$ cat src/design/bft_pkg.sv
// Shared types and constants for the bidirectional flow table.
package bft_pkg;

  localparam int FLOW_ENTRIES_DEF = 64;
  localparam int MAX_PACKETS_DEF  = 16;
  localparam int INDEX_W          = 6;
  localparam int COUNT_W          = 5;

  // Input beat
  typedef struct packed {
    logic [7:0]  proto_num;
    logic [31:0] sip;
    logic [31:0] dip;
    logic [15:0] sport;
    logic [15:0] dport;
    logic [15:0] pay_len;
    logic [31:0] timestamp;
  } pkt_in_t;

  // Result beat
  typedef struct packed {
    logic                hit;
    logic [INDEX_W-1:0]  flow_index;
    logic [COUNT_W-1:0]  packet_count;
    logic                logged;
    logic                table_full;
  } pkt_out_t;

  // Controller to datapath commands
  typedef struct packed {
    logic load;     // capture input beat, reset scan pointer
    logic rd;       // issue table read at scan pointer
    logic adv;      // advance scan pointer
    logic update;   // count update on hit, and log write while below the limit
    logic alloc;    // allocate new entry
    logic drop;     // table full result
    logic done;     // emit result
  } bft_cmd_t;

  // Datapath to controller status
  typedef struct packed {
    logic match;    // registered read entry matched
    logic last;     // pointer at final scanned entry
    logic empty;    // nothing to scan
    logic full;     // no free entry
  } bft_sts_t;

endpackage

$ cat src/design/bft_ctrl.sv
// Controller state machine for the flow table search.
module bft_ctrl (
  input  logic              clk,
  input  logic              rst,
  input  logic              start,
  output logic              busy,
  output bft_pkg::bft_cmd_t cmd,
  input  bft_pkg::bft_sts_t sts
);

  localparam logic [2:0] S_IDLE  = 3'd0;
  localparam logic [2:0] S_READ  = 3'd1;
  localparam logic [2:0] S_CMP   = 3'd2;
  localparam logic [2:0] S_MISS  = 3'd3;
  localparam logic [2:0] S_DONE  = 3'd4;

  logic [2:0] state;
  logic [2:0] state_next;

  always_ff @(posedge clk) begin
    if (rst) state <= S_IDLE;
    else     state <= state_next;
  end

  // Next state and commands
  always_comb begin
    state_next = state;
    cmd = '0;
    case (state)
      S_IDLE: begin
        if (start) begin
          cmd.load = 1'b1;
          state_next = S_READ;
        end
      end
      S_READ: begin
        if (sts.empty) begin
          state_next = S_MISS;
        end else begin
          cmd.rd = 1'b1;
          state_next = S_CMP;
        end
      end
      S_CMP: begin
        if (sts.match) begin
          cmd.update = 1'b1;
          state_next = S_DONE;
        end else if (sts.last) begin
          state_next = S_MISS;
        end else begin
          cmd.adv = 1'b1;
          state_next = S_READ;
        end
      end
      S_MISS: begin
        if (sts.full) cmd.drop = 1'b1;
        else          cmd.alloc = 1'b1;
        state_next = S_DONE;
      end
      S_DONE: begin
        cmd.done = 1'b1;
        state_next = S_IDLE;
      end
      default: state_next = S_IDLE;
    endcase
  end

  assign busy = (state != S_IDLE);

  // A result leaves only from the done state
  a_done_state: assert property (@(posedge clk) disable iff (rst)
    cmd.done |-> state == S_DONE) else $error("done outside done state");
  // Update and allocate never coincide
  a_excl: assert property (@(posedge clk) disable iff (rst)
    !(cmd.update && cmd.alloc)) else $error("update and alloc together");
  // Done follows a decision
  a_done_after: assert property (@(posedge clk) disable iff (rst)
    cmd.done |-> $past(state) == S_CMP || $past(state) == S_MISS)
    else $error("done without decision");

endmodule

$ cat config.mk
export PLATFORM = sky130hd
export DESIGN_NAME = bft_ctrl
export DESIGN_NICKNAME = d
export VERILOG_FILES = /design/src/design/bft_pkg.sv /design/src/design/bft_ctrl.sv
export SDC_FILE = /design/constraint.sdc
export NUM_CORES = 1
export LEC_CHECK = 0
export ABC_AREA = 1
export BUFFER_PORTS_ARGS = -buffer_cell sky130_fd_sc_hd__buf_2
export CORE_AREA = 3 3 40 42
export DETAILED_ROUTE_END_ITERATION = 10
export DIE_AREA = 0 0 43 45
export GPL_TIMING_DRIVEN = 0
export SYNTH_ARGS = -nofsm -noshare
export SYNTH_HDL_FRONTEND = slang
export SYNTH_SLANG_ARGS = --single-unit
$ cat constraint.sdc
create_clock -name clk -period 1.09 [get_ports clk]
set_clock_uncertainty 0.05 [all_clocks]
set_input_delay 0.218 -clock clk [delete_from_list [all_inputs] [get_ports clk]]
set_output_delay 0.218 -clock clk [all_outputs]
set_load 0.02 [all_outputs]
Yosys cells after proc, flatten, opt, wreduce, memory -nomap -nowiden
Index checks and enable logic that the tools add are counted.
- mux-type cells: 17
- eq/ne operators: 5
- reductions and logical operators: 2
- operators by type and width (kind ; count):
    $pmux W3 S4 ; 1
    $mux W1 ; 11
    $eq A3 B2 Y1 const B ; 2
    $mux W2 ; 3
    $mux W3 ; 2
    $eq A3 B1 Y1 const B ; 1
    $eq A3 B3 Y1 const B ; 1
    $logic_not A3 Y1 ; 1
    $reduce_bool A3 Y1 ; 1
    $ne A2 B2 Y1 const B ; 1
- register bits after elaboration: 3
- output and inout port bits: 8

Depth between registers and ports, before layout
Gate-level depths: netlist (run 1).
- word-level depth: 3
- mapped depth: 5
- depth with buffers taken out: 5

Least setup slack after synthesis (run 1)
Ideal clock, no wire load.
- path type: register to output
- start point: register state[1]
- end point: output cmd[6] in the netlist's numbering
- stages on the path, launching flop included: 4
- slack: -0.182 ns
- arrival: 1.004 ns
- cells stage by stage: dfxtp_1 nor2_2 nand2_1 nor2_1
- RTL lines (item ; RTL line ; source):
    start, declared ; bft_ctrl.sv:17 ; logic [2:0] state;
    start signal, assigned ; bft_ctrl.sv:22 ; else state <= state_next;
    end, declared ; bft_ctrl.sv:7 ; output bft_pkg::bft_cmd_t cmd,

==> results.ini, run 1 <==
[critical_path]
reg2reg_to = state[0]$_SDFFE_PP0P_
endpoint_kind = output port
cp-start-kind = flip-flop
arrival_ns = 1.07
crit_fanout = 5
rr_worst_depth = 6
crit_type = flip-flop to output port
worstPathRequired_ns = 0.82
r2r-start = state[0]$_SDFFE_PP0P_
r2r_setup_slack_ns = 0.05

[drt]
via_per_inst = 3.933
drt_iter0_drc = 2
ant_nets = 0
drtPass1Iterations = 2
vias = 295
wire_per_inst_um = 8.760
wl_um = 657
drc = 0

[power_and_ir_drop]
leakagePower_uw = 0.0002362
netSwitchingFraction = 0.3722
power_density_nw_per_um2 = 1254
clockPowerShare = 0.346
vdd.ir_drop.worst_uv = 308.1
switchingPower_uw = 219.5
seqPwrFrac = 0.259
intPower_uw = 370.3
pwr-share-comb = 0.396

[cts]
cts_buffer_depth = 2
clk_transition_reported_paths_ns = 0.04
clockRootBuffer = clkbuf_4
hold_buffers = 0
cts_inserted_buffers = 3
cts_max_level = 1
tritoncts = built
clock-sinks = 3
clock_latency_ns = 0.24

[synth]
yosys-top-cells-count = nor2_1 (12), inv_1 (7), dfxtp_1 (3), nand2_1 (3)
yosysTopAreaCell = dfxtp_1
muxShareOfSynthArea = 0
synth_edf_count = 0
synth.area.top_cells = dfxtp_1 (27%), nor2_1 (20%), inv_1 (12%), nand3_2 (9.0%), nand2_1 (5.1%)
synth_top_area_share = 0.2712
synth_adder_area_share = 0
synth_top_family_by_area = simple AND/OR/NAND/NOR gates
synthesis.nets = 44
netlist_instances = 37
avgSynthCellArea_um2 = 5.985
synth_compound_area_frac = 0.06215
synth_warnings = 0
ys_types = 12
synth_seq_cells = 3
synth-main-ff-cell = dfxtp_1
synth_most_common_cell = nor2_1
synthArstFlopShare = 0
syn-cell-area_um2 = 221.5
yosysSeqAreaShare = 0.2712
synth-simple-area-share = 0.5141
synth-xor-area-share = 0

[finish]
nets = 68
largest_register_ffs = 3
regMostFlops = state
post_route_cells_drive_above_1_share = 0.7167
area_growth_pct = 112.4
diodes = 0
nFillCells = 144
final_cells = 75
reg_top3 = state: 3 flops

[die]
die_y_um = 45
dieArea_um2 = 1935
core_area_um2 = 1285
die_x_um = 43
initial_core_util = 0.1723
io_pins = 15
fp-row-count = 13

[placement]
gp_congestion = 0.7016
place_inst = 66
portBuffers = 14
hpwl_um = 451.3

[global_route]
grt.busiest_layer = met2
grt_pass1_vias = 296
grt_max_degree = 6
grtUsageMet1 = 0.08393
grtUsageTotal = 0.08146
overflow = 0
antenna_found_initial = 0
gr-usage-met3 = 0.01594
grt_pass1_wl_um = 1131
grtUsageMet2 = 0.1317

[run_status]
outcome = complete, but fails checks
violations = setup timing

[timing]
max_slew.worst_pin.slew_ns = 0.1338
final.period_utilization = 1.227
fin_hold_ws_ns = 0.1057
slew_headroom = 0.9106
rsz0062_at_grt = true
final-max-slew-violation-count = 0
hold_viol_final = 0
setup_viol = 8
fmax_ghz = 0.7478
min_period_ns = 1.337
worst_slack_ns = -0.2473

[worst_hold_path]
hold_path_depth = 2
holdCritStartpoint = rst
min_to = state[1]$_SDFFE_PP0P_
hp-class = input pin to flip-flop

[flow_run]
maxCapViolations = 0

-- metal layers --
metal,vias to the layer above,part of all wire
li1,156,-
met1,127,0.38
met2,10,0.54
met3,2,0.056
met4,0,0.029
met5,-,0
-- power groups by stage --
stage                     registers (µW)  clock network, µW  logic [µW]
after CTS                            149                208         208
final                                153                204         233
after global placement               143                  0         167
after floorplan                      140                  0         118
after global routing                 155                230         253
after detailed placement             143                  0         169
-- how the worst max path moves through the flow --
stage / startpoint / endpoint / slack [ns]
after global routing: state[1]$_SDFFE_PP0P_ / cmd[6] / -0.31
after detailed placement: state[1]$_SDFFE_PP0P_ / cmd[2] / -0.10
after global placement: state[1]$_SDFFE_PP0P_ / cmd[2] / -0.09
after CTS: state[1]$_SDFFE_PP0P_ / cmd[1] / -0.24
after floorplan: state[1]$_SDFFE_PP0P_ / cmd[6] / -0.1
final: state[0]$_SDFFE_PP0P_ / cmd[4] / -0.25
-- layout by cell type, fill, tap and decap left out --
master,netlist,routed
nor2_1,12,7
nand2_1,3,1
buf_2,0,7
nand3_2,2,2
clkbuf_4,0,3
nand3_1,2,2
inv_2,2,2
inv_4,0,2
nor2_2,1,3
dfxtp_4,0,3
inv_1,7,5
nor3_2,0,2
a21oi_2,1,1
buf_6,0,4
nor2_4,1,4
nand2_4,0,1
nand2_2,0,1
buf_4,0,8
o21ai_1,1,1
clkbuf_1,0,1
-- what timing repair did --
action,CTS,global route
pin swaps,3,7
setup endpoints to repair,8,8
buffers inserted,3,2
gates resized for setup,17,9
-- cell type report --
class	count	area, µm²	area share
clock buffer	4	26.28	0.05585
inverter	9	38.79	0.08245
multi-input combinational	25	175.2	0.3723
sequential	3	71.32	0.1516
tap	15	18.77	0.03989
timing repair buffer	19	140.1	0.2979
-- per-stage QoR --
| step | total power (µW) | setup TNS, ns | worst slack (ns) | instance area [µm²] | utilization |
|---|---|---|---|---|---|
| after floorplan | 257.6 | -0.1111 | -0.09810 | 247.7 | - |
| after global placement | 309.6 | -0.2884 | -0.09182 | 336.6 | 0.2619 |
| after detailed placement | 311.6 | -0.3291 | -0.1009 | 336.6 | 0.2619 |
| after CTS | 564.7 | -1.679 | -0.2388 | 424.2 | 0.3301 |
| after global routing | 637.4 | -2.202 | -0.3064 | 470.5 | 0.3661 |
| final | 589.7 | -1.741 | -0.2473 | 470.5 | 0.3661 |
-- cell families after synthesis --
| family | count (synthesis) |
|---|---|
| compound gates | 2 |
| buf+inv | 9 |
| flops | 3 |
| simple gates | 23 |
-- worst max-delay path: stages (launching register included) --
cell     delay [ns]
dfxtp_4        0.37
inv_2          0.08
nand3_2        0.11
nor3_2         0.11
buf_4          0.16
No activity file was read; power rests on OpenSTA's default activity.
==> run 2, diff against run 1 <==
- clock period: 1.09 -> 1.1 ns (I/O delays scaled with it)
==> results.ini, run 2 (synthesized netlist as in run 1, its figures left out) <==
[critical_path]
slowest_stage = dfxtp_4
cp-start-kind = flip-flop
worst-path-buf-inv = 2  ; unchanged
cp_top_family = flip-flops
slowest_delay_ns = 0.36  ; about the same
worstPathRequired_ns = 0.83  ; about the same
crit_chain = inv_4 -> nand3_4 -> nor3_2 -> buf_4
crit_fanout = 4  ; -1
endpoint_kind = output port
crit_type = flip-flop to output port
arrival_ns = 1.08  ; about the same

[cts]
clockRootBuffer = clkbuf_4
cts_max_level = 1  ; unchanged
cts_buffer_depth = 2  ; unchanged
cts_inserted_buffers = 3  ; unchanged
clk_transition_reported_paths_ns = 0.04  ; about the same
clock_latency_ns = 0.24  ; about the same
hold_buffers = 0  ; unchanged
clock-sinks = 3  ; unchanged
tritoncts = built

[power_and_ir_drop]
vdd.ir_drop.worst_uv = 313.6  ; +1.8%
leakagePower_uw = 0.0002593  ; +9.8%
power_uw = 612.1  ; +3.8%
power_density_nw_per_um2 = 1235  ; -1.4%

[global_route]
antenna_found_initial = 0  ; unchanged
grtUsageTotal = 0.08236  ; +0.0008997
overflow = 0  ; unchanged
grt.busiest_layer = met2
grtUsageMet1 = 0.06490  ; -0.01903
grtUsageMet2 = 0.1497  ; +0.01796
grt_pass1_wl_um = 1117  ; -1.2%
grt_max_degree = 6  ; unchanged
gr-usage-met3 = 0.02789  ; +0.01195
grt_pass1_vias = 295  ; -0.34%

[finish]
nFillCells = 139  ; -3.5%
post_route_cells_drive_above_1_share = 0.7031  ; -0.01354
area_growth_pct = 123.7
reg_top3 = state: 3 flops
layout.area.seq_um2 = 71.32  ; unchanged
regMostFlops = state
multi_input_comb_area_um2 = 177.7  ; +1.4%
largest_register_ffs = 3  ; unchanged
nets = 72  ; +5.9%
diodes = 0  ; unchanged
mostFrequentLayoutCell = buf_4
final_cell_mix = buf_4 (14), nor2_1 (8), buf_2 (7), inv_1 (5), nor2_4 (4)

[die]
core_area_um2 = 1285  ; unchanged
initial_core_util = 0.1723  ; unchanged
io_pins = 15  ; unchanged
die_x_um = 43  ; unchanged
fp-row-count = 13  ; unchanged
die_y_um = 45  ; unchanged
dieArea_um2 = 1935  ; unchanged

[timing]
max_slew.worst_pin.slew_ns = 0.1307  ; -0.003119 ns
min_period_ns = 1.354
final-max-slew-violation-count = 0  ; unchanged
slew_headroom = 0.9127  ; +0.002079
hold_viol_final = 0  ; unchanged
worst_slack_ns = -0.2538  ; -0.006497 ns
rsz0062_at_grt = true
fmax_ghz = 0.7386
final.period_utilization = 1.231
setup_viol = 8  ; unchanged

[run_status]
outcome = complete, but fails checks
violations = setup timing

[drt]
vias = 315  ; +6.8%
wire_per_inst_um = 10.27  ; +17%
drt_iter0_drc = 5  ; +3
drc = 0  ; unchanged
wl_um = 811  ; +23%
via_per_inst = 3.987  ; +1.4%
ant_nets = 0  ; unchanged
drtPass1Iterations = 4  ; +2

[worst_hold_path]
hp-class = input pin to flip-flop

[flow_run]
maxCapViolations = 0  ; unchanged

[placement]
hpwl_um = 457.3  ; +1.3%
pre_cts_ws_ns = -0.1350  ; -0.03406 ns
gp_congestion = 0.7909  ; +13%
portBuffers = 14  ; unchanged

run 2: changes by cell type in the layout (fill, tap and decap cells not counted), sizes merged:
cell,previous run,this run
buf,19,23
run 2: layout make-up:
class | instances | area share
Timing Repair Buffer | 23 | 0.3283
Clock buffer | 4 | 0.05303
Tap cell | 15 | 0.03788
Multi-Input combinational cell | 25 | 0.3586
Sequential cell | 3 | 0.1439
Inverter | 9 | 0.07828
run 2: worst reg2reg max path: stages (launching register included):
cell and delay (ns):
dfxtp_4 0.37, inv_4 0.05, buf_4 0.12, buf_4 0.13
nor2_1 0.08, nor2_1 0.05, nor2_1 0.08, nor2_1 0.05
run 2: timing repair:
item / 4_1_cts / 5_1_grt
gates cloned: 0 / 0
hold endpoints to repair: 0 / 0
gates resized for setup: 16 / 8
buffers inserted: 4 / 5
endpoints found under the setup margin: 8 / 8
pin swaps: 1 / 2
run 2: per-layer routing:
layer / up-vias / part of all wire
li1: 166 / -
met1: 137 / 0.37
met2: 9 / 0.57
met3: 3 / 0.044
met4: 0 / 0.022
met5: - / 0
run 2: report_power, final:
part           switching (µW)  total [µW]  leakage [µW]  internal [µW]
combinational             141         266      0.000218            125
clock                    62.7         199     0.0000150            136
sequential               24.2         147     0.0000267            123
total                     228         612      0.000259            385
run 2: path summary, 6_finish.rpt:
check / start / endpoint / slack, ns / cells after the start
worst max-delay path: state[0]$_SDFFE_PP0P_ / cmd[4] / -0.25 / 4
worst min-delay path: rst / state[1]$_SDFFE_PP0P_ / 0.13 / 2
worst max register to register: state[0]$_SDFFE_PP0P_ / state[0]$_SDFFE_PP0P_ / 0.01 / 7
worst min register to register: state[0]$_SDFFE_PP0P_ / state[1]$_SDFFE_PP0P_ / 0.54 / 2
run 2: metrics by stage:
| stage | cells | TNS, ns | utilization | area (µm²) | hold slack, ns |
|---|---|---|---|---|---|
| after global routing | 79 | -2.112 | 0.3856 | 495.5 | 0.1156 |
| after detailed placement | 66 | -0.4807 | 0.2610 | 335.3 | 0.3692 |
| after global placement | 66 | -0.4145 | 0.2610 | 335.3 | 0.3665 |
| after CTS | 74 | -1.498 | 0.3320 | 426.7 | 0.1151 |
| final | 79 | -1.679 | 0.3856 | 495.5 | 0.1259 |
| after floorplan | 37 | -0.1622 | - | 246.5 | 0.2324 |
